===== src/rtl/vdcf_pkg.sv =====
// ----------------------------------------------------------------------------
// vdcf_pkg
// Shared sizes, types and the threshold reset value for the deadband change filter.
// ----------------------------------------------------------------------------
package vdcf_pkg;

   localparam int GROUPS     = 3;
   localparam int LANES      = 7;
   localparam int JOINT_W    = 24;
   localparam int SQ_W       = 2 * JOINT_W;
   localparam int SUM_W      = 48;
   localparam int TREE_W     = SQ_W + $clog2(LANES + 1);
   localparam int CNT_W      = 16;
   localparam int IDX_W      = 2;
   localparam int GSEL_W     = (GROUPS > 1) ? $clog2(GROUPS) : 1;
   localparam int PEND_N     = (GROUPS > 1) ? GROUPS - 1 : 1;
   localparam int PSEL_W     = (PEND_N > 1) ? $clog2(PEND_N) : 1;
   localparam int REQ_DATA_W = ((LANES * JOINT_W + 7) / 8) * 8;
   localparam int RSP_DATA_W = ((LANES * JOINT_W + 2 * CNT_W + 7) / 8) * 8;
   localparam int RSP_USER_W = IDX_W + 1;

   localparam logic [SUM_W-1:0] THRESH_RESET = SUM_W'(9895604);

   typedef logic [SQ_W-1:0]                              sq_type;
   typedef logic [LANES-1:0][JOINT_W-1:0]                group_type;
   typedef logic [GROUPS-1:0][LANES-1:0][JOINT_W-1:0]    vector_type;
   typedef logic [PEND_N-1:0][LANES-1:0][JOINT_W-1:0]    pending_type;
   typedef logic [LANES-1:0][SQ_W-1:0]                   sq_group_type;

   typedef struct packed {
      logic             keep;
      logic [CNT_W-1:0] kept_count;
      logic [CNT_W-1:0] seen_count;
   } result_type;

endpackage


===== src/rtl/vdcf_merge.sv =====
// ----------------------------------------------------------------------------
// vdcf_merge
// Lane merge: sums the lane squares, adds the running sum unless restart is set,
// saturates and compares against the threshold.
// ----------------------------------------------------------------------------
module vdcf_merge (
   input  vdcf_pkg::sq_group_type      lane_sq,
   input  logic [vdcf_pkg::SUM_W-1:0]  partial,
   input  logic                        restart,
   input  logic [vdcf_pkg::SUM_W-1:0]  threshold,
   output logic [vdcf_pkg::SUM_W-1:0]  sum,
   output logic                        keep
);

   logic [vdcf_pkg::TREE_W-1:0] tree;
   logic [vdcf_pkg::TREE_W:0]   total;

   always_comb begin
      tree = '0;
      for (int l = 0; l < vdcf_pkg::LANES; l++) begin
         tree = tree + vdcf_pkg::TREE_W'(lane_sq[l]);
      end
      total = (vdcf_pkg::TREE_W + 1)'(tree)
            + (restart ? '0 : (vdcf_pkg::TREE_W + 1)'(partial));
      if (total > (vdcf_pkg::TREE_W + 1)'({vdcf_pkg::SUM_W{1'b1}})) begin
         sum = '1;
      end else begin
         sum = total[vdcf_pkg::SUM_W-1:0];
      end
      keep = sum > threshold;
   end

endmodule


===== config.mk =====
export PLATFORM = sky130hd
export DESIGN_NAME = vdcf_merge
export DESIGN_NICKNAME = d
export VERILOG_FILES = /design/src/rtl/vdcf_pkg.sv /design/src/rtl/vdcf_merge.sv
export SDC_FILE = /design/constraint.sdc
export NUM_CORES = 1
export LEC_CHECK = 0
export BUFFER_PORTS_ARGS = -buffer_cell sky130_fd_sc_hd__clkbuf_2
export CAP_MARGIN = 20
export CORE_AREA = 4 4 186 188
export DETAILED_ROUTE_END_ITERATION = 10
export DIE_AREA = 0 0 190 192
export PLACE_DENSITY = 0.68
export RECOVER_POWER = 100
export SETUP_SLACK_MARGIN = 0.4
export SYNTH_ARGS = -nofsm -noshare
export SYNTH_HDL_FRONTEND = slang
export SYNTH_SLANG_ARGS = --single-unit

===== constraint.sdc =====
create_clock -name vclk -period 42.1
set_input_delay 10.525 -clock vclk [all_inputs]
set_output_delay 10.525 -clock vclk [all_outputs]
set_load 0.05 [all_outputs]

==> summary.txt <==
DR vias/cell -> 4.544
total core area -> 33110 um^2
# DRC -> 0
Hold Path Class -> in -> out
post-synth top area share -> 0.4403
first-pass GRT wire length -> 60.30 mm
sequential cell area -> 0 um^2
critical path class -> in -> out
Slew headroom -> -0.4021
worst hold path cell count -> 5
die height -> 192 um
GRT overflow -> 0
clkbuf count -> 0
Final Setup Violations -> 0
RSZ-0062 raised after global routing -> false
wire per inst -> 14.96 um
FFs & Latches -> 0
CP Launch Type -> input port
leading area contributor after synthesis -> fa_1
Post-CTS Resized -> 0
Syn Nets -> 2433
Tot GR Track Use -> 0.2027
worst path required time -> 31570 ps
Synth area leaders -> fa_1 (44%), inv_1 (19%), ha_1 (9.5%), a21oi_1 (2.5%), a21o_1 (2.3%)
YS warnings -> 0
initial cell density of the core -> 0.3941
Post-DRT Antenna Nets -> 0
DRT Wirelength -> 37.59 mm
CTS Hold Bufs -> 0
Worst-Margin Slew -> 2103 ps
largest net degree at the start of global routing -> 49
Tmin final -> 32330 ps
failing checks -> capacitance limit, slew limit
Critical Path Max Stage Delay -> 1570 ps
NumNets Final -> 2884
vias in the first global route -> 12400
min-delay src -> lane_sq[288]
Final Cycle Share -> 0.7680
DRT Pass-1 Iters -> 4
# fillers -> 3320
status -> complete, but fails checks
Final Hold Vio Count -> 0
Synth-to-Final Area Change -> 20.58%
Syn Area/Cell -> 8.085 um^2
list of most frequent post-synthesis cells -> inv_1 (664), fa_1 (287), ha_1 (99)
# rows -> 67
Mapped Area -> 13050 um^2
Final GP Congestion -> 0.9119
CP max FO -> 37
layout cells sized above 1 -> 0.2336
Post-CTS Setup Repair Bufs -> 0
post-detail-place hpwl -> 35.54 mm
Hold Path Sink -> sum[0]
Die ar. -> 36480 um^2
initial antenna violation count -> 1
final setup TNS -> 0 ps
register area share after synthesis -> 0
synthesized instance count -> 1614
Max Cap Viol -> 1
Port Buffers -> 482
CP Capture Type -> output pin
cell repeated most along the worst path -> fa_1
vias after detailed routing -> 11420
critical path arrival -> 21810 ps
Die X -> 190 um
most numerous cell in the Yosys netlist -> inv_1
Fmax achieved -> 30.93 MHz
number of DRC markers after the initial detailed-route iteration -> 307
num ports -> 482
CP max stage cell -> clkbuf_1
Final Max Tran Viols -> 38
count of different cell masters after synthesis -> 59
## how the worst max path moves through the flow
stage / to / slack, ps / cells past startpoint / from
detailed placement: keep / 12140 / 30 / lane_sq[2]
floorplan: keep / 13200 / 28 / lane_sq[2]
finish: keep / 9770 / 30 / lane_sq[2]
global route: keep / 8880 / 30 / lane_sq[2]
global placement: keep / 12440 / 30 / lane_sq[2]
CTS: keep / 12120 / 30 / lane_sq[2]
## final cells by class
cell class                      instances  area [um^2]  area share
Multi-Input combinational cell        914        10300      0.6544
Inverter                              664         2492      0.1584
Timing Repair Buffer                  485         2382      0.1514
Antenna cell                            1        2.502   0.0001590
Tap cell                              448        560.5     0.03563
## routing by layer
layer  part of all wire  routed length [um]  GRT usage
met4              0.019                 717    0.03311
met1               0.39               14770     0.2503
met5                  0                   0          0
met3              0.060                2267    0.02472
met2               0.53               19830     0.3846
## worst max-delay path, delay by kind of cell
| family | cells | cell delay (ps) |
|---|---|---|
| compound gates | 9 | 3690 |
| fa+ha+maj | 7 | 3200 |
| buf+inv | 7 | 2350 |
| simple gates | 7 | 1970 |
## metrics by stage
step	hold slack [ps]	worst slack, ps	util	cells	area [um^2]
after floorplan	21600	13200	-	1614	13050
after global placement	21810	12440	0.4780	2511	15830
after detailed placement	21810	12140	0.4780	2511	15830
after CTS	21810	12120	0.4780	2511	15830
after global routing	21860	8885	0.4752	2512	15730
final	21800	9769	0.4752	2512	15730
## placed cells by master, fill, tap and decap left out, types with 4 or more instances in the layout
cell        n
inv_1     664
clkbuf_2  443
fa_1      287
ha_1       99
a21oi_1    64
nand2_1    44
nand2b_1   43
a21o_1     40
clkbuf_1   40
nor2_1     38
o21ai_0    37
nand3_1    33
nand4_1    27
xor2_1     25
nand3_2    24
nor2b_1    20
xnor2_1    17
a31oi_1    12
o21a_1     10
nor3_1      9
o21bai_1    9
a211oi_1    7
or3_1       6
and3_1      5
or2_2       4
nand3b_1    4
and2_1      4
o211ai_1    4
## logic make-up after synthesis
logic type                 synth area share
buffers and inverters                0.2082
muxes                             0.0007671
AOI/OAI and AO/OA                    0.1051
adders and majority gates            0.5352
xor gates and xnor gates            0.02819
and+or+nand+nor                      0.1225
Power is left out: the tool's default activity adds up to more than one toggle a clock period on the data nets, which glitch-free logic cannot reach.
