==> config.mk <==
export PLATFORM = sky130hd
export DESIGN_NAME = vdcf_lane
export DESIGN_NICKNAME = d
export VERILOG_FILES = /design/src/rtl/vdcf_pkg.sv /design/src/rtl/vdcf_lane.sv
export SDC_FILE = /design/constraint.sdc
export NUM_CORES = 1
export LEC_CHECK = 0
export BUFFER_PORTS_ARGS = -buffer_cell sky130_fd_sc_hd__buf_4
export CORE_ASPECT_RATIO = 0.75
export CORE_MARGIN = 4
export CORE_UTILIZATION = 55
export CTS_CLUSTER_DIAMETER = 80
export DETAILED_ROUTE_END_ITERATION = 10
export MAX_ROUTING_LAYER = met4
export PLACE_DENSITY = 0.75
export SLEW_MARGIN = 15
export SYNTH_ARGS = -nofsm -noshare
export SYNTH_HDL_FRONTEND = slang
export SYNTH_SLANG_ARGS = --single-unit
==> constraint.sdc <==
create_clock -name clock -period 16.5 [get_ports clock]
set_clock_uncertainty 0.2 [all_clocks]
set_input_delay 3.3 -clock clock [delete_from_list [all_inputs] [get_ports clock]]
set_output_delay 3.3 -clock clock [all_outputs]
set_load 0.005 [all_outputs]
==> src/rtl/vdcf_pkg.sv <==
// ----------------------------------------------------------------------------
// vdcf_pkg
// Shared sizes, types and the threshold reset value for the deadband change filter.
// ----------------------------------------------------------------------------
package vdcf_pkg;

   localparam int GROUPS     = 3;
   localparam int LANES      = 7;
   localparam int JOINT_W    = 24;
   localparam int SQ_W       = 2 * JOINT_W;
   localparam int SUM_W      = 48;
   localparam int TREE_W     = SQ_W + $clog2(LANES + 1);
   localparam int CNT_W      = 16;
   localparam int IDX_W      = 2;
   localparam int GSEL_W     = (GROUPS > 1) ? $clog2(GROUPS) : 1;
   localparam int PEND_N     = (GROUPS > 1) ? GROUPS - 1 : 1;
   localparam int PSEL_W     = (PEND_N > 1) ? $clog2(PEND_N) : 1;
   localparam int REQ_DATA_W = ((LANES * JOINT_W + 7) / 8) * 8;
   localparam int RSP_DATA_W = ((LANES * JOINT_W + 2 * CNT_W + 7) / 8) * 8;
   localparam int RSP_USER_W = IDX_W + 1;

   localparam logic [SUM_W-1:0] THRESH_RESET = SUM_W'(9895604);

   typedef logic [SQ_W-1:0]                              sq_type;
   typedef logic [LANES-1:0][JOINT_W-1:0]                group_type;
   typedef logic [GROUPS-1:0][LANES-1:0][JOINT_W-1:0]    vector_type;
   typedef logic [PEND_N-1:0][LANES-1:0][JOINT_W-1:0]    pending_type;
   typedef logic [LANES-1:0][SQ_W-1:0]                   sq_group_type;

   typedef struct packed {
      logic             keep;
      logic [CNT_W-1:0] kept_count;
      logic [CNT_W-1:0] seen_count;
   } result_type;

endpackage

==> src/rtl/vdcf_lane.sv <==
// ----------------------------------------------------------------------------
// vdcf_lane
// One joint lane: difference against the reference, squared and registered.
// ----------------------------------------------------------------------------
module vdcf_lane (
   input  logic                                clock,
   input  logic                                load,
   input  logic signed [vdcf_pkg::JOINT_W-1:0] cur_joint,
   input  logic signed [vdcf_pkg::JOINT_W-1:0] ref_joint,
   output logic        [vdcf_pkg::SQ_W-1:0]    sq_ff,
   output logic        [vdcf_pkg::JOINT_W-1:0] cur_ff
);

   logic signed [vdcf_pkg::JOINT_W:0]   diff;
   logic        [vdcf_pkg::JOINT_W-1:0] mag;
   logic        [vdcf_pkg::SQ_W-1:0]    sq_in;

   always_comb begin
      diff  = {cur_joint[vdcf_pkg::JOINT_W-1], cur_joint}
            - {ref_joint[vdcf_pkg::JOINT_W-1], ref_joint};
      mag   = diff[vdcf_pkg::JOINT_W] ? vdcf_pkg::JOINT_W'(-diff)
                                      : diff[vdcf_pkg::JOINT_W-1:0];
      sq_in = mag * mag;
   end

   always_ff @(posedge clock) begin
      if (load) begin
         sq_ff  <= sq_in;
         cur_ff <= cur_joint;
      end
   end

endmodule

==> impl_metrics.yaml <==
timing:
  rsz0062_at_grt: "false"
  layout_min_cycle_time_ns: 15.08
  drv_slew: 0
  fmax_ghz: 0.0663
  slew_headroom_pct: 14.8
  setup_viol: 0
  hold_viol_final: 0
  totalNegativeSetupSlack_ns: 0
  finalCritPeriodShare_pct: 91.4
  tightestPinTransition_ns: 1.27
clock_network:
  cts-resized-gates: 0
  cts-htree-levels: 3
  cts_made_buffers: 9
  cts_tree: "yes"
  clk_pin_slew_ns: 0.07
  clk_path_buf_depth: 2
  postCtsSetupBuffers: 0
  cts_sinks: 71
  cts_root_buf: "clkbuf_16"
  cts-hold-fix-buffers: 0
setup_path:
  worst-endpoint-arrival_ns: 15.02
  path_common_cell: "fa_1"
  slowest_stage: "o31ai_1"
  worst-setup-path-type: "in -> reg"
  cp_slowest_stage_delay_ns: 0.87
  path_delay_family: "adder cells"
  path_buf_inv: 5
  crit_fanout: 16
  worst_setup_path_end_kind: "register"
  start_kind: "input pin"
  cp.required_ns: 16.44
route:
  drt-initial-drc-count: 1134
  vias: 14415
  via_per_inst: 5.51
  drc: 0
  drtPass1Iterations: 5
  drt_wl_total_um: 48300
  detail_route.wl_per_cell_um: 18.5
  detail-route-antenna-nets: 0
global_routing:
  grt_pass1_wl_um: 81100
  grtUsageTotal_pct: 27.5
  grt_max_degree: 72
  grt_pass1_vias: 15789
  overflow: 0
  antenna_found_initial: 0
logic_synthesis:
  synth_cell_types: 77
  syn_area_um2: 19600
  synth_seq_area_share_pct: 10.9
  syn_area_per_cell_um2: 9.55
  synth_edf_count: 71
  syn-num-nets: 2715
  synth_top_area_cell: "fa_1"
  ys_seq_elements: 71
  yosys_warnings: 0
  ys.flop_type: "edfxtp_1"
  synthTopCellsByArea: "fa_1 43%, ha_1 12%, edfxtp_1 11%, inv_1 10%, nor2_1 4.0%"
  yosys-top-cells-count: "543 x inv_1, 423 x fa_1, 210 x nor2_1, 193 x ha_1, 150 x nand2_1"
  syn_inst: 2049
  synthArstFlopShare_pct: 0
  synth.most_common_cell: "inv_1"
  synth_top_cell_area_share_pct: 43.3
final_layout:
  design.final.nets: 2822
  area_delta_synth_final_pct: 9.35
  diodes: 0
  post-route-util_pct: 61.3
  drive_above_1_share_pct: 9.58
worst_hold_path:
  hold_class: "in -> reg"
placement:
  globalplace.congestion: 0.946
  hpwl_um: 39900
  portBuffers: 120
die:
  core_area_um2: 34900
  fp.dieH_um: 171
  rows: 59
  die_w_um: 226
  num_io_pins: 122
  die-area_um2: 38700
  start_util_pct: 56.1
outcome:
  status: "completed"
flow_run:
  maxCapViolCount: 0
area by class of cell:
cell class / count / area [µm²]
flip-flops and latches: 71 / 2130
clock inverters: 5 / 108
repair buffers: 147 / 1100
well taps: 457 / 572
clock buffers: 10 / 229
inverters: 548 / 2060
multi-input cells: 1379 / 15200
fillers: 2854 / 13500
sequential cells by signal, indices dropped and copies added (netlist names):
register / cells
cur_ff: 24
sq_ff: 47
stage by stage:
step	cell area, µm²	hold WS (ns)	std cells	setup slack [ns]
global placement	21100	3.29	2602	1.53
global route	21400	2.89	2617	0.888
floorplan	19600	3.20	2049	3.64
finish	21400	2.90	2617	1.42
CTS	21400	2.89	2617	1.63
detailed placement	21100	3.29	2602	1.23
per-layer routing:
metal | track usage [%] | part of all wire, %
met2 | 43.6 | 47
met5 | - | 0
met3 | 5.00 | 8.0
met1 | 36.2 | 42
met4 | 9.40 | 3.4
cell families after synthesis:
family | count (synthesis) | synth area share [%]
AOI/OAI and AO/OA | 226 | 7.82
xor gates and xnor gates | 85 | 4.06
adders and majority gates | 616 | 55.6
buffers and inverters | 599 | 11.6
DFF | 71 | 10.9
muxes | 2 | 0.109
other | 1 | 0.0192
and+or+nand+nor | 449 | 9.88
cells in the final DEF (no fill, tap or decap), drive strengths merged, types with 4 or more instances in the layout:
cell type  instances
a211oi             8
a21boi             4
a21o              29
a21oi             65
a31oi             12
and3               7
and4               4
buf              147
clkbuf            10
clkinv             4
edfxtp            71
fa               423
ha               193
inv              546
nand2            151
nand2b            11
nand3             11
nand4              9
nor2             211
nor2b              5
nor3              11
nor4               6
o211ai             6
o21a              13
o21ai             40
o21bai            10
o31ai              7
or2               14
xnor2             57
xor2              27
worst paths after layout:
check                startpoint              endpoint  slack, ns  cells past startpoint
setup / recovery   cur_joint[0]   sq_ff[46]$_DFFE_PP_       1.42                     35
hold / removal    cur_joint[16]  cur_ff[16]$_DFFE_PP_       2.90                      1
Power is not shown: default switching activity piles up to over one toggle a cycle in this logic, so the estimate is an artifact.
