## config.mk

```make
export PLATFORM = sky130hd
export DESIGN_NAME = vdcf_emit
export DESIGN_NICKNAME = d
export VERILOG_FILES = /design/src/rtl/vdcf_pkg.sv /design/src/rtl/vdcf_emit.sv
export SDC_FILE = /design/constraint.sdc
export NUM_CORES = 1
export LEC_CHECK = 0
export BUFFER_PORTS_ARGS = -buffer_cell sky130_fd_sc_hd__clkbuf_2
export CAP_MARGIN = 20
export CORE_AREA = 2 2 291 293
export CTS_BUF_LIST = sky130_fd_sc_hd__clkbuf_4
export CTS_CLUSTER_SIZE = 24
export DETAILED_ROUTE_END_ITERATION = 10
export DIE_AREA = 0 0 293 295
export HOLD_SLACK_MARGIN = 0.03
export PLACE_DENSITY = 0.36
export RECOVER_POWER = 100
export SLEW_MARGIN = 5
export SYNTH_ARGS = -nofsm -noshare
export SYNTH_HDL_FRONTEND = slang
export SYNTH_SLANG_ARGS = --single-unit
```

## constraint.sdc

```tcl
create_clock -name clock -period 1.9 [get_ports clock]
set_input_delay 0.19 -clock clock [delete_from_list [all_inputs] [get_ports clock]]
set_output_delay 0.19 -clock clock [all_outputs]
set_load 0.01 [all_outputs]
```

## src/rtl/vdcf_pkg.sv

```systemverilog
// ----------------------------------------------------------------------------
// vdcf_pkg
// Shared sizes, types and the threshold reset value for the deadband change filter.
// ----------------------------------------------------------------------------
package vdcf_pkg;

   localparam int GROUPS     = 3;
   localparam int LANES      = 7;
   localparam int JOINT_W    = 24;
   localparam int SQ_W       = 2 * JOINT_W;
   localparam int SUM_W      = 48;
   localparam int TREE_W     = SQ_W + $clog2(LANES + 1);
   localparam int CNT_W      = 16;
   localparam int IDX_W      = 2;
   localparam int GSEL_W     = (GROUPS > 1) ? $clog2(GROUPS) : 1;
   localparam int PEND_N     = (GROUPS > 1) ? GROUPS - 1 : 1;
   localparam int PSEL_W     = (PEND_N > 1) ? $clog2(PEND_N) : 1;
   localparam int REQ_DATA_W = ((LANES * JOINT_W + 7) / 8) * 8;
   localparam int RSP_DATA_W = ((LANES * JOINT_W + 2 * CNT_W + 7) / 8) * 8;
   localparam int RSP_USER_W = IDX_W + 1;

   localparam logic [SUM_W-1:0] THRESH_RESET = SUM_W'(9895604);

   typedef logic [SQ_W-1:0]                              sq_type;
   typedef logic [LANES-1:0][JOINT_W-1:0]                group_type;
   typedef logic [GROUPS-1:0][LANES-1:0][JOINT_W-1:0]    vector_type;
   typedef logic [PEND_N-1:0][LANES-1:0][JOINT_W-1:0]    pending_type;
   typedef logic [LANES-1:0][SQ_W-1:0]                   sq_group_type;

   typedef struct packed {
      logic             keep;
      logic [CNT_W-1:0] kept_count;
      logic [CNT_W-1:0] seen_count;
   } result_type;

endpackage

```

## src/rtl/vdcf_emit.sv

```systemverilog
// ----------------------------------------------------------------------------
// vdcf_emit
// Result sequencer: sends a kept vector as one word per group, or a single
// dropped word, and holds while the receiver stalls.
// ----------------------------------------------------------------------------
module vdcf_emit (
   input  logic                                 clock,
   input  logic                                 reset,
   input  logic                                 load,
   input  vdcf_pkg::result_type                 result,
   input  vdcf_pkg::vector_type                 ref_vector,
   output logic                                 free,
   output logic                                 rsp_tvalid,
   input  logic                                 rsp_tready,
   // joint0..joint(LANES-1), kept_count, seen_count, zero fill
   output logic [vdcf_pkg::RSP_DATA_W-1:0]      rsp_tdata,
   // kept, out_robot
   output logic [vdcf_pkg::RSP_USER_W-1:0]      rsp_tuser,
   output logic                                 rsp_tlast
);

   logic                         active_ff, active_in;
   logic                         kept_ff, kept_in;
   logic [vdcf_pkg::GSEL_W-1:0]  grp_ff, grp_in;
   logic [vdcf_pkg::CNT_W-1:0]   kcnt_ff, kcnt_in;
   logic [vdcf_pkg::CNT_W-1:0]   scnt_ff, scnt_in;
   logic                         last_word;
   logic                         done;

   always_comb begin
      last_word = !kept_ff || (grp_ff == vdcf_pkg::GSEL_W'(vdcf_pkg::GROUPS - 1));
      done      = active_ff && rsp_tready && last_word;
      free      = !active_ff || done;

      active_in = active_ff;
      kept_in   = kept_ff;
      grp_in    = grp_ff;
      kcnt_in   = kcnt_ff;
      scnt_in   = scnt_ff;
      if (load) begin
         active_in = 1'b1;
         kept_in   = result.keep;
         grp_in    = '0;
         kcnt_in   = result.kept_count;
         scnt_in   = result.seen_count;
      end else if (active_ff && rsp_tready) begin
         if (last_word) begin
            active_in = 1'b0;
         end else begin
            grp_in = grp_ff + vdcf_pkg::GSEL_W'(1);
         end
      end

      rsp_tvalid = active_ff;
      rsp_tlast  = last_word;
      rsp_tuser  = {(kept_ff ? vdcf_pkg::IDX_W'(grp_ff) : vdcf_pkg::IDX_W'(0)), kept_ff};
      rsp_tdata  = '0;
      for (int l = 0; l < vdcf_pkg::LANES; l++) begin
         rsp_tdata[l*vdcf_pkg::JOINT_W +: vdcf_pkg::JOINT_W] =
            kept_ff ? ref_vector[grp_ff][l] : '0;
      end
      rsp_tdata[vdcf_pkg::LANES*vdcf_pkg::JOINT_W +: vdcf_pkg::CNT_W] = kcnt_ff;
      rsp_tdata[vdcf_pkg::LANES*vdcf_pkg::JOINT_W + vdcf_pkg::CNT_W +: vdcf_pkg::CNT_W] =
         scnt_ff;
   end

   always_ff @(posedge clock) begin
      if (reset) begin
         active_ff <= 1'b0;
      end else begin
         active_ff <= active_in;
      end
      kept_ff <= kept_in;
      grp_ff  <= grp_in;
      kcnt_ff <= kcnt_in;
      scnt_ff <= scnt_in;
   end

endmodule

```

==> flow_metrics.env, run 1 <==
export IMPL_nets=2145
export IMPL_rsz_0062_raised_after_global_routing="yes"
export IMPL_leakage_nw=5.66
export IMPL_gp_routability_congestion=0.810
export IMPL_combPwrFrac_pct=67.6
export IMPL_ys_warnings_count=0
export IMPL_power_switching_mw=1.69
export IMPL_finalSetupTns_ns=-13.23
export IMPL_worst_ir_drop_vdd_mv=0.374
export IMPL_seqPwrFrac_pct=22.0
export IMPL_hpwlAfterDp_mm=32.6
export IMPL_ys_top_cells_by_area="sky130_fd_sc_hd__mux2i_1 (25%), sky130_fd_sc_hd__nand3b_1 (19%), sky130_fd_sc_hd__and2_1 (16%)"
export IMPL_share_clk_of_total_power_pct=10.4
export IMPL_power_density_cell_area_mw_per_mm2=322
export IMPL_grt_overflow_total=0
export IMPL_result_of_the_run="finished, violations left"
export IMPL_grt_max_degree=92
export IMPL_end_kind="output port"
export IMPL_worstReg2RegStart="grp_ff[0]"
export IMPL_clkTransAtPathRegs_ns=0.14
export IMPL_cp_data_required_time_ns=1.71
export IMPL_maxSlewHeadroom_pct=46.3
export IMPL_r2r_end="grp_ff[1]"
export IMPL_final_max_slew_violation_count=0
export IMPL_crit_start="grp_ff[0]"
export IMPL_synth_net_count=1360
export IMPL_die_y_um=295
export IMPL_start_util_pct=8.06
export IMPL_timing_reg2reg_setup_slack_ns=0.25
export IMPL_leading_cell_type_in_the_layout_fill_and_taps_excluded="sky130_fd_sc_hd__clkbuf_2"
export IMPL_cp_endpoint="rsp_tdata[77]"
export IMPL_design_portCount=747
export IMPL_max_freq_mhz=480
export IMPL_worst_slew_pin_slew_ns=0.806
export IMPL_drive_above_1_share_pct=53.9
export IMPL_cts_sinks=36
export IMPL_initial_antenna_violation_count=4
export IMPL_clock_latency_ns=0.37
export IMPL_wl_per_cell_um=16.5
export IMPL_synth_cells=818
export IMPL_synth_cell_area_mm2=0.00670
export IMPL_root_buffer="sky130_fd_sc_hd__clkbuf_4"
export IMPL_wire_length_of_the_first_global_routing_pass_mm=56.7
export IMPL_groute_usage_overall_pct=8.66
export IMPL_route_detailed_drc=0
export IMPL_ys_seq_elements=36
export IMPL_synth_cell_types=23
export IMPL_die_area_mm2=0.0864
export IMPL_dp_worst_setup_slack_ns=0.130
export IMPL_cts_buffers_inserted=5
export IMPL_drt_via_density=3.44
export IMPL_cts_htree_levels=2
export IMPL_worst_r2r_cell_count=7
export IMPL_post_synth_cell_area_avg_um2=8.19
export IMPL_final_hold_worst_slack_ns=0.434
export IMPL_area_delta_synth_final_pct=101
export IMPL_p_int_mw=2.64
export IMPL_hold_violation_count_in_the_final_report=0
export IMPL_cap_viol_max_count=0
export IMPL_cts_tree="done"
export IMPL_synth_largest_area_cell="sky130_fd_sc_hd__mux2i_1"
export IMPL_core_area_mm2=0.0832
export IMPL_timing_setup_critical_path_class="reg2out"
export IMPL_layout_common_cells="sky130_fd_sc_hd__clkbuf_2 (676), sky130_fd_sc_hd__nand3b_1 (168), sky130_fd_sc_hd__and2_1 (161), sky130_fd_sc_hd__o21ai_1 (149), sky130_fd_sc_hd__mux2i_1 (133)"
export IMPL_ctsLongestPathBuffers=2
export IMPL_final_instance_area_mm2=0.0134
export IMPL_input_output_buffers=746
export IMPL_layout_min_cycle_time_ns=2.08
export IMPL_die_width_um=293
export IMPL_synth_sequential_area_ratio_pct=15.7
export IMPL_setup_viol_count_final=162
export IMPL_violations="negative setup slack"
export IMPL_first_global_vias=9314
export IMPL_worst_clock_skew_ns=0.0184
export IMPL_drtPass1Iterations=4
export IMPL_cp_arrival_ns=1.89
export IMPL_routed_wl_mm=44.3
export IMPL_route_vias_total=9234
export IMPL_placement_rows=106
export IMPL_starting_drt_drc_count=222
export IMPL_antenna_violating_nets_post_route=0
export IMPL_finalWorstSetupSlack_ns=-0.182
export IMPL_postPlaceCellArea_mm2=0.0116
export IMPL_switch_share_pct=39.1
export IMPL_fin_crit_sh_pct=110
export IMPL_hold_path_class="in2reg"
export IMPL_worstPathMaxFanout=11
export IMPL_yosysTopAreaCellShare_pct=25.1
export IMPL_min_path_cells=1
export IMPL_timing_critical_path_from_type="flip-flop"
export IMPL_hp_start="load"
==> worst min-delay path by stage <==
stage	end	slack, ns
4_1_cts	kcnt_ff[13]	0.33
3_5_place_dp	rsp_tvalid	0.35
3_3_place_gp	rsp_tvalid	0.36
5_1_grt	scnt_ff[3]	0.48
2_1_floorplan	rsp_tvalid	0.26
6_report	kcnt_ff[13]	0.43
==> Yosys cell counts <==
cell type,n
sky130_fd_sc_hd__and2_1,170
sky130_fd_sc_hd__mux2i_1,168
sky130_fd_sc_hd__nand3b_1,168
sky130_fd_sc_hd__o21ai_1,121
sky130_fd_sc_hd__o21ai_0,47
sky130_fd_sc_hd__buf_2,39
sky130_fd_sc_hd__clkbuf_1,33
sky130_fd_sc_hd__edfxtp_1,33
sky130_fd_sc_hd__buf_12,17
sky130_fd_sc_hd__dfxtp_1,3
sky130_fd_sc_hd__nor2_1,3
sky130_fd_sc_hd__buf_6,2
sky130_fd_sc_hd__buf_8,2
sky130_fd_sc_hd__inv_1,2
sky130_fd_sc_hd__nand2_1,2
sky130_fd_sc_hd__a211oi_1,1
sky130_fd_sc_hd__a311oi_1,1
sky130_fd_sc_hd__and4b_1,1
sky130_fd_sc_hd__buf_4,1
sky130_fd_sc_hd__clkbuf_2,1
sky130_fd_sc_hd__ha_1,1
sky130_fd_sc_hd__nand2b_1,1
sky130_fd_sc_hd__xnor2_1,1
==> registers in the layout, summed over array words and instances (netlist names) <==
register / flops
kept_ff: 1
grp_ff: 2
kcnt_ff: 16
rsp_tvalid: 1
scnt_ff: 16
==> stage by stage <==
stage / instances / utilization (%) / power [mW]
2_1_floorplan: 818 / - / 2.18
3_3_place_gp: 2605 / 14.0 / 3.46
3_5_place_dp: 2605 / 14.0 / 3.45
4_1_cts: 2662 / 15.1 / 4.14
5_1_grt: 2686 / 16.2 / 4.64
6_report: 2687 / 16.2 / 4.33
==> logic make-up (layout without fill, tap and decap cells) <==
family	after synthesis	count (layout)	share of synthesized area, %
AND/OR/NAND/NOR	345	345	35.2
AO/OA/AOI/OAI	170	170	12.8
multiplexers	168	168	25.1
buffers and inverters	97	883	10.9
flip-flops	36	36	15.7
adder cells (fa/ha/maj)	1	1	0.187
XOR/XNOR	1	1	0.131
other	0	3	0
==> power groups by stage <==
stage,Sequential [mW],Clock [mW],Combinational (mW)
after floorplan,1.00,0,1.18
after CTS,0.958,0.473,2.71
final,0.955,0.449,2.93
after detailed placement,0.973,0,2.47
after global routing,0.964,0.490,3.18
after global placement,0.972,0,2.49
==> area by class of cell <==
class | count | area [um^2]
diodes | 3 | 7.51
clock buffers | 6 | 45.0
clock inverters | 2 | 11.3
fillers | 9567 | 69700
inverters | 2 | 7.51
multi-input cells | 685 | 5270
flip-flops and latches | 36 | 1060
well taps | 1080 | 1350
repair buffers | 873 | 5690
==> routing by layer <==
| metal | global-route usage, % | part of all wire [%] | routed length [um] |
|---|---|---|---|
| met5 | 0 | 0.029 | 13 |
| met4 | 2.39 | 1.8 | 803 |
| met3 | 1.76 | 7.1 | 3130 |
| met2 | 16.6 | 51 | 22700 |
| met1 | 9.58 | 40 | 17600 |
==> what timing repair did <==
action | CTS | global route
gates cloned | 7 | 18
resized for setup | 76 | 167
hold buffers | 35 | 0
hold endpoints to repair | 34 | 0
buffers inserted | 7 | 7
pin swaps | 3 | 20
setup endpoints to repair | 161 | 169
==> worst max-delay path, cell delays in order (launching register included) <==
cell	delay, ns
sky130_fd_sc_hd__dfxtp_4	0.38
sky130_fd_sc_hd__buf_8	0.14
sky130_fd_sc_hd__buf_16	0.16
sky130_fd_sc_hd__buf_16	0.18
sky130_fd_sc_hd__mux2i_4	0.18
sky130_fd_sc_hd__o21ai_2	0.17
sky130_fd_sc_hd__and2_1	0.15
sky130_fd_sc_hd__clkbuf_2	0.13
Power figures use the tool's default switching activity.
==> run 2: changes to the inputs <==
--- a/config.mk
+++ b/config.mk
@@ -15,7 +15,8 @@
 export HOLD_SLACK_MARGIN = 0.03
 export PLACE_DENSITY = 0.36
 export RECOVER_POWER = 100
-export SLEW_MARGIN = 5
+export SLEW_MARGIN = 20
 export SYNTH_ARGS = -nofsm -noshare
 export SYNTH_HDL_FRONTEND = slang
 export SYNTH_SLANG_ARGS = --single-unit
+export TNS_END_PERCENT = 5
==> constraint.sdc (replaced) <==
create_clock -name clock -period 1.9 [get_ports clock]
set_input_delay 0.285 -clock clock [delete_from_list [all_inputs] [get_ports clock]]
set_output_delay 0.285 -clock clock [all_outputs]
set_load 0.01 [all_outputs]
==> run 2 against run 1 <==
  * The run still ends with negative setup slack left
  * Via count fell by 2.8%
  * Combinational power fell by 6%
  * Total power shrank 3.8%
  * Largest power group unchanged
  * Highest routed layer unchanged
==> flow_metrics.env, run 2 (same netlist as run 1, synthesis figures left out) <==
export IMPL_worst_ir_drop_vdd_mv=0.462
export IMPL_finalPower_mw=4.17
export IMPL_worst_path_largest_cell_delay_ns=0.41
export IMPL_grt_max_degree=90
export IMPL_clkTransAtPathRegs_ns=0.15
export IMPL_finalWorstSetupSlack_ns=-0.288
export IMPL_hold_violation_count_in_the_final_report=0
export IMPL_clock_latency_ns=0.37
export IMPL_start_util_pct=8.06
export IMPL_core_area_mm2=0.0832
export IMPL_initial_antenna_violation_count=6
export IMPL_area_delta_synth_final_pct=90.1
export IMPL_count_of_buffering_cells_on_the_critical_path_with_inverters_included=5
export IMPL_critical_path_slowest_cell="sky130_fd_sc_hd__dfxtp_4"
export IMPL_worst_clock_skew_ns=0.0176
export IMPL_gp_routability_congestion=0.820
export IMPL_starting_drt_drc_count=259
export IMPL_timing_critical_path_max_delay_family="buffers and inverters"
export IMPL_antenna_violating_nets_post_route=0
export IMPL_layout_common_cells="sky130_fd_sc_hd__clkbuf_2 (685), sky130_fd_sc_hd__nand3b_1 (168), sky130_fd_sc_hd__and2_1 (162), sky130_fd_sc_hd__o21ai_1 (147), sky130_fd_sc_hd__mux2i_1 (146)"
export IMPL_cts_tree="done"
export IMPL_fin_crit_sh_pct=115
export IMPL_grt_overflow_total=0
export IMPL_worst_slew_pin_slew_ns=0.973
export IMPL_routed_wl_mm=41.1
export IMPL_cts_buffers_inserted=5
export IMPL_wl_per_cell_um=15.5
export IMPL_worstPathMaxFanout=21
export IMPL_cp_data_required_time_ns=1.62
export IMPL_route_vias_total=8976
export IMPL_power_density_cell_area_mw_per_mm2=327
export IMPL_input_output_buffers=746
export IMPL_cp_arrival_ns=1.90
export IMPL_maxSlewHeadroom_pct=35.1
export IMPL_hold_path_class="in2reg"
export IMPL_root_buffer="sky130_fd_sc_hd__clkbuf_4"
export IMPL_top_regs="kcnt_ff (16), scnt_ff (16), grp_ff (2)"
export IMPL_route_detailed_drc=0
export IMPL_wire_length_of_the_first_global_routing_pass_mm=55.9
export IMPL_die_area_mm2=0.0864
export IMPL_die_y_um=295
export IMPL_drtPass1Iterations=7
export IMPL_fillCellCount=9593
export IMPL_first_global_vias=9005
export IMPL_hpwlAfterDp_mm=32.5
export IMPL_groute_usage_overall_pct=8.61
export IMPL_layout_min_cycle_time_ns=2.19
export IMPL_cap_viol_max_count=0
export IMPL_cts_htree_levels=2
export IMPL_drive_above_1_share_pct=54.1
export IMPL_end_kind="output port"
export IMPL_final_max_slew_violation_count=0
export IMPL_die_width_um=293
export IMPL_nets=2107
export IMPL_max_freq_mhz=457
export IMPL_rsz_0062_raised_after_global_routing="yes"
export IMPL_setup_viol_count_final=170
export IMPL_result_of_the_run="finished, violations left"
export IMPL_design_portCount=747
export IMPL_placement_rows=106
export IMPL_cts_sinks=36
export IMPL_timing_critical_path_from_type="flip-flop"
export IMPL_final_hold_worst_slack_ns=0.0785
export IMPL_drt_via_density=3.39
export IMPL_leakage_nw=5.42
export IMPL_dominant_cell_type_by_count_on_the_critical_path="sky130_fd_sc_hd__buf_16"
export IMPL_finalSetupTns_ns=-30.60
export IMPL_timing_setup_critical_path_class="reg2out"
export IMPL_leading_cell_type_in_the_layout_fill_and_taps_excluded="sky130_fd_sc_hd__clkbuf_2"
export IMPL_cp_cell_sequence="buf_8 -> buf_16 -> buf_12 -> buf_16 -> mux2i_1 -> o21ai_1 -> and2_1 -> clkbuf_2"
export IMPL_ctsLongestPathBuffers=2
export IMPL_violations="negative setup slack"
run 2: changes by cell type in the layout (fill, tap and decap cells not counted), moves of 3 or more:
cell / previous run / this run
sky130_fd_sc_hd__buf_6: 25 / 14
sky130_fd_sc_hd__clkbuf_2: 676 / 685
sky130_fd_sc_hd__dlygate4sd3_1: 35 / 1
sky130_fd_sc_hd__mux2i_4: 15 / 5
sky130_fd_sc_hd__buf_4: 19 / 24
sky130_fd_sc_hd__clkbuf_16: 16 / 2
sky130_fd_sc_hd__buf_16: 9 / 16
sky130_fd_sc_hd__mux2i_1: 133 / 146
sky130_fd_sc_hd__buf_8: 10 / 13
sky130_fd_sc_hd__mux2i_2: 20 / 17
run 2: power by group:
part	leakage [nW]	switching, mW	internal (mW)
Sequential	0.349	0.0282	0.931
Clock	0.0350	0.315	0.143
Combinational	5.04	1.31	1.44
Total	5.42	1.65	2.51
run 2: cell type report:
type                    instances  area, um^2  share of cell area (%)
diodes                          4        10.0                  0.0786
clock buffers                   5        37.5                   0.295
clock inverters                 3        18.8                   0.147
inverters                       2        7.51                  0.0589
multi-input cells             685        5110                    40.1
flip-flops and latches         36        1060                    8.31
well taps                    1080        1350                    10.6
repair buffers                835        5150                    40.4
run 2: final timing paths:
check / startpoint / end / slack [ns] / cells after the start
worst max-delay path: grp_ff[0] / rsp_tdata[57] / -0.29 / 8
worst min-delay path: result[24] / kcnt_ff[8] / 0.08 / 1
worst min register to register: rsp_tvalid / rsp_tvalid / 0.55 / 2
worst max register to register: grp_ff[0] / grp_ff[1] / 0.16 / 8
run 2: stage by stage:
stage / setup WS [ns] / instances / instance area (um^2) / utilization (%)
final: -0.288 / 2650 / 12700 / 15.3
after global routing: -0.377 / 2650 / 12700 / 15.3
after CTS: -0.317 / 2638 / 12500 / 15.1
after detailed placement: 0.0516 / 2612 / 11700 / 14.1
after global placement: 0.0777 / 2612 / 11700 / 14.1
after floorplan: 0.331 / 818 / 6700 / -
run 2: what timing repair did:
| action | 4_1_cts | 5_1_grt |
|---|---|---|
| cloned | 10 | 2 |
| setup endpoints to repair | 168 | 172 |
| buffers inserted | 7 | 7 |
| hold buffers | 1 | 0 |
| pin swaps | 2 | 2 |
| endpoints found under the hold margin | 1 | 0 |
| resized for setup | 119 | 76 |
run 2: metal layers:
layer | up-vias | wire [um] | global-route usage [%]
li1 | 4436 | - | -
met4 | 2 | 1170 | 2.95
met1 | 4015 | 16100 | 9.90
met2 | 480 | 21100 | 16.1
met5 | - | 13 | 0
met3 | 43 | 2690 | 1.32
==> run 3: changes to the inputs <==
--- a/config.mk
+++ b/config.mk
@@ -5,13 +5,13 @@
 export SDC_FILE = /design/constraint.sdc
 export NUM_CORES = 1
 export LEC_CHECK = 0
+export ABC_AREA = 1
 export BUFFER_PORTS_ARGS = -buffer_cell sky130_fd_sc_hd__clkbuf_2
 export CAP_MARGIN = 20
-export CORE_AREA = 2 2 291 293
+export CORE_AREA = 2 2 287 289
 export CTS_BUF_LIST = sky130_fd_sc_hd__clkbuf_4
-export CTS_CLUSTER_SIZE = 24
 export DETAILED_ROUTE_END_ITERATION = 10
-export DIE_AREA = 0 0 293 295
+export DIE_AREA = 0 0 289 291
 export HOLD_SLACK_MARGIN = 0.03
 export PLACE_DENSITY = 0.36
 export RECOVER_POWER = 100
==> run 3 against run 2 <==
  * The flow still finishes with violations (negative setup slack)
  * First-iteration DRC count increased by 97%
  * Cell count increased by 21%
  * Clock power increased by 41%
  * Sequential share of layout area decreased by 0.59 points
  * Combinational power increased by 12%
  * Flip-flop and latch count unchanged
  * Routed wire length increased by 25%
  * Largest cell class unchanged
  * Non-clock buffer count increased by 44
  * Clock-buffer cell count unchanged
  * Largest power group unchanged
  * Fmax increased by 0.98%
==> flow_metrics.env, run 3 <==
export IMPL_worst_hold_path_endpoint="scnt_ff[9]"
export IMPL_ctsLongestPathBuffers=2
export IMPL_route_met3_wl_mm=4.52
export IMPL_route_detailed_drc=0
export IMPL_timing_critical_path_from_type="flip-flop"
export IMPL_synth_cell_area_mm2=0.00641
export IMPL_worst_clock_skew_ns=0.000385
export IMPL_hp_start="result[9]"
export IMPL_input_output_buffers=746
export IMPL_root_buffer="sky130_fd_sc_hd__clkbuf_4"
export IMPL_routed_wl_mm=51.3
export IMPL_end_kind="output port"
export IMPL_design_portCount=747
export IMPL_clock_latency_ns=0.40
export IMPL_ys_warnings_count=0
export IMPL_area_delta_synth_final_pct=114
export IMPL_layout_min_cycle_time_ns=2.17
export IMPL_final_max_slew_violation_count=0
export IMPL_first_global_vias=11000
export IMPL_start_util_pct=7.89
export IMPL_min_path_cells=1
export IMPL_cts_buffers_inserted=5
export IMPL_drt_met1_wl_mm=20.4
export IMPL_ys_seq_elements=36
export IMPL_leakage_nw=8.06
export IMPL_gp_routability_congestion=0.918
export IMPL_synth_edf_count=33
export IMPL_top_regs="kcnt_ff (16), scnt_ff (16), grp_ff (2)"
export IMPL_power_density_cell_area_mw_per_mm2=341
export IMPL_core_area_mm2=0.0812
export IMPL_post_synth_cell_area_avg_um2=4.82
export IMPL_dp_worst_setup_slack_ns=-0.287
export IMPL_die_area_mm2=0.0841
export IMPL_maxUsedRoutingLayer="met5"
export IMPL_hpwlAfterDp_mm=42.0
export IMPL_crit_start="grp_ff[0]"
export IMPL_layout_common_cells="sky130_fd_sc_hd__clkbuf_2 (560), sky130_fd_sc_hd__nand2_1 (469), sky130_fd_sc_hd__inv_1 (341), sky130_fd_sc_hd__nand3_1 (161), sky130_fd_sc_hd__buf_2 (134)"
export IMPL_worst_ir_drop_vdd_mv=0.512
export IMPL_rsz_0062_raised_after_global_routing="yes"
export IMPL_fin_crit_sh_pct=114
export IMPL_wire_length_of_the_first_global_routing_pass_mm=69.6
export IMPL_cp_data_required_time_ns=1.62
export IMPL_timing_reg2reg_setup_slack_ns=0.36
export IMPL_worstReg2RegStart="grp_ff[0]"
export IMPL_drtPass1Iterations=6
export IMPL_worst_slew_pin_slew_ns=0.935
export IMPL_cap_viol_max_count=0
export IMPL_drive_above_1_share_pct=46.5
export IMPL_drt_via_density=3.42
export IMPL_result_of_the_run="finished, violations left"
export IMPL_ys_top_cells_by_area="sky130_fd_sc_hd__nand2_1 (30%), sky130_fd_sc_hd__inv_1 (20%), sky130_fd_sc_hd__edfxtp_1 (15%)"
export IMPL_setup_viol_count_final=170
export IMPL_route_vias_total=10900
export IMPL_die_y_um=291
export IMPL_synth_net_count=1873
export IMPL_netlist_top_cells_count="sky130_fd_sc_hd__nand2_1 (512), sky130_fd_sc_hd__inv_1 (341), sky130_fd_sc_hd__nand3_1 (170), sky130_fd_sc_hd__a21oi_1 (169), sky130_fd_sc_hd__buf_2 (47)"
export IMPL_met2_wirelength_mm=25.2
export IMPL_grt_overflow_total=0
export IMPL_timing_setup_critical_path_class="reg2out"
export IMPL_synth_most_common_cell="sky130_fd_sc_hd__nand2_1"
export IMPL_worstPathMaxFanout=32
export IMPL_leading_cell_type_in_the_layout_fill_and_taps_excluded="sky130_fd_sc_hd__clkbuf_2"
export IMPL_synth_cell_types=14
export IMPL_fillCellCount=9645
export IMPL_cts_tree="done"
export IMPL_r2r_end="grp_ff[0]"
export IMPL_finalWorstSetupSlack_ns=-0.267
export IMPL_synth_sequential_area_ratio_pct=16.4
export IMPL_synth_largest_area_cell="sky130_fd_sc_hd__nand2_1"
export IMPL_initial_antenna_violation_count=6
export IMPL_nets=2667
export IMPL_starting_drt_drc_count=509
export IMPL_max_freq_mhz=462
export IMPL_cp_arrival_ns=1.88
export IMPL_cts_htree_levels=2
export IMPL_worst_r2r_cell_count=9
export IMPL_wl_per_cell_um=16.0
export IMPL_grt_max_degree=60
export IMPL_yosysTopAreaCellShare_pct=30.0
export IMPL_synth_cells=1331
export IMPL_final_hold_worst_slack_ns=0.0788
export IMPL_postSynth_topFlopCell="sky130_fd_sc_hd__edfxtp_1"
export IMPL_clkTransAtPathRegs_ns=0.15
export IMPL_violations="negative setup slack"
export IMPL_cts_sinks=36
export IMPL_hold_path_class="in2reg"
export IMPL_asyncSetResetFlopFracSynth_pct=0
export IMPL_hold_violation_count_in_the_final_report=0
export IMPL_antenna_violating_nets_post_route=0
export IMPL_placement_rows=105
export IMPL_die_width_um=289
export IMPL_maxSlewHeadroom_pct=37.7
export IMPL_groute_usage_overall_pct=11.1
## run 3: cell types whose count changed in the layout (fill, tap and decap cells not counted), moves of 115 or more
cell	previous run	this run
sky130_fd_sc_hd__inv_1	2	341
sky130_fd_sc_hd__o21ai_1	147	0
sky130_fd_sc_hd__nand3b_1	168	0
sky130_fd_sc_hd__nand2_1	2	469
sky130_fd_sc_hd__clkbuf_2	685	560
sky130_fd_sc_hd__mux2i_1	146	0
sky130_fd_sc_hd__and2_1	162	0
sky130_fd_sc_hd__nand3_1	0	161
sky130_fd_sc_hd__buf_2	19	134
## run 3: cell families (layout without fill, tap and decap cells)
group	count (synthesis)	after routing	share of synthesized area (%)
AND/OR/NAND/NOR	689	689	43.7
AO/OA/AOI/OAI	169	169	13.2
other	0	4	0
buffers and inverters	436	1231	26.5
flip-flops	36	36	16.4
adder cells (fa/ha/maj)	1	1	0.195
## run 3: repair_timing
item | in CTS | in global routing
resized for setup | 123 | 272
endpoints found under the setup margin | 171 | 171
pin swaps | 116 | 46
cloned | 5 | 9
endpoints found under the hold margin | 28 | 0
buffers inserted | 5 | 2
hold buffers | 28 | 0
## run 3: worst max-delay path by stage
stage	end	slack, ns	cells past startpoint
2_1_floorplan	free	0.27	8
3_3_place_gp	rsp_tdata[71]	-0.30	6
3_5_place_dp	rsp_tdata[71]	-0.29	6
6_report	rsp_tdata[127]	-0.27	8
5_1_grt	rsp_tdata[55]	-0.39	7
4_1_cts	rsp_tdata[153]	-0.39	8
## run 3: layout make-up
type	count	area [um^2]	share of cell area (%)
repair buffers	879	5590	40.8
multi-input cells	859	4330	31.5
well taps	1070	1340	9.76
inverters	344	1310	9.52
flip-flops and latches	36	1060	7.72
clock inverters	3	46.3	0.337
clock buffers	5	37.5	0.274
diodes	4	10.0	0.0730
## run 3: per-stage QoR
stage / setup TNS, ns / utilization [%] / std cells / instance area, um^2 / total power, mW
after floorplan: 0 / - / 1331 / 6410 / 2.08
after global placement: -0.358 / 14.8 / 3142 / 12000 / 3.69
after detailed placement: -0.355 / 14.8 / 3142 / 12000 / 3.67
after CTS: -49.72 / 16.1 / 3188 / 13100 / 4.61
after global routing: -52.94 / 16.9 / 3197 / 13700 / 5.03
final: -30.59 / 16.9 / 3200 / 13700 / 4.68
## run 3: critical path, stage by stage, from the launching register on
cell and delay (ns):
sky130_fd_sc_hd__dfxtp_4 0.46, sky130_fd_sc_hd__inv_6 0.06, sky130_fd_sc_hd__buf_12 0.16, sky130_fd_sc_hd__buf_8 0.17, sky130_fd_sc_hd__buf_4 0.14, sky130_fd_sc_hd__nand2_1 0.05, sky130_fd_sc_hd__nand3_1 0.07, sky130_fd_sc_hd__a21oi_2 0.14
sky130_fd_sc_hd__buf_2 0.15
## run 3: report_power, final
group	leakage, nW	internal, mW	switching (mW)
Clock	0.0418	0.281	0.362
Sequential	0.349	0.930	0.0277
Combinational	7.67	1.41	1.67
## run 3: layer usage
| layer | vias up | track usage [%] |
|---|---|---|
| li1 | 5536 | - |
| met2 | 492 | 20.1 |
| met4 | 10 | 2.78 |
| met3 | 49 | 3.16 |
| met5 | - | 0 |
| met1 | 4859 | 12.7 |
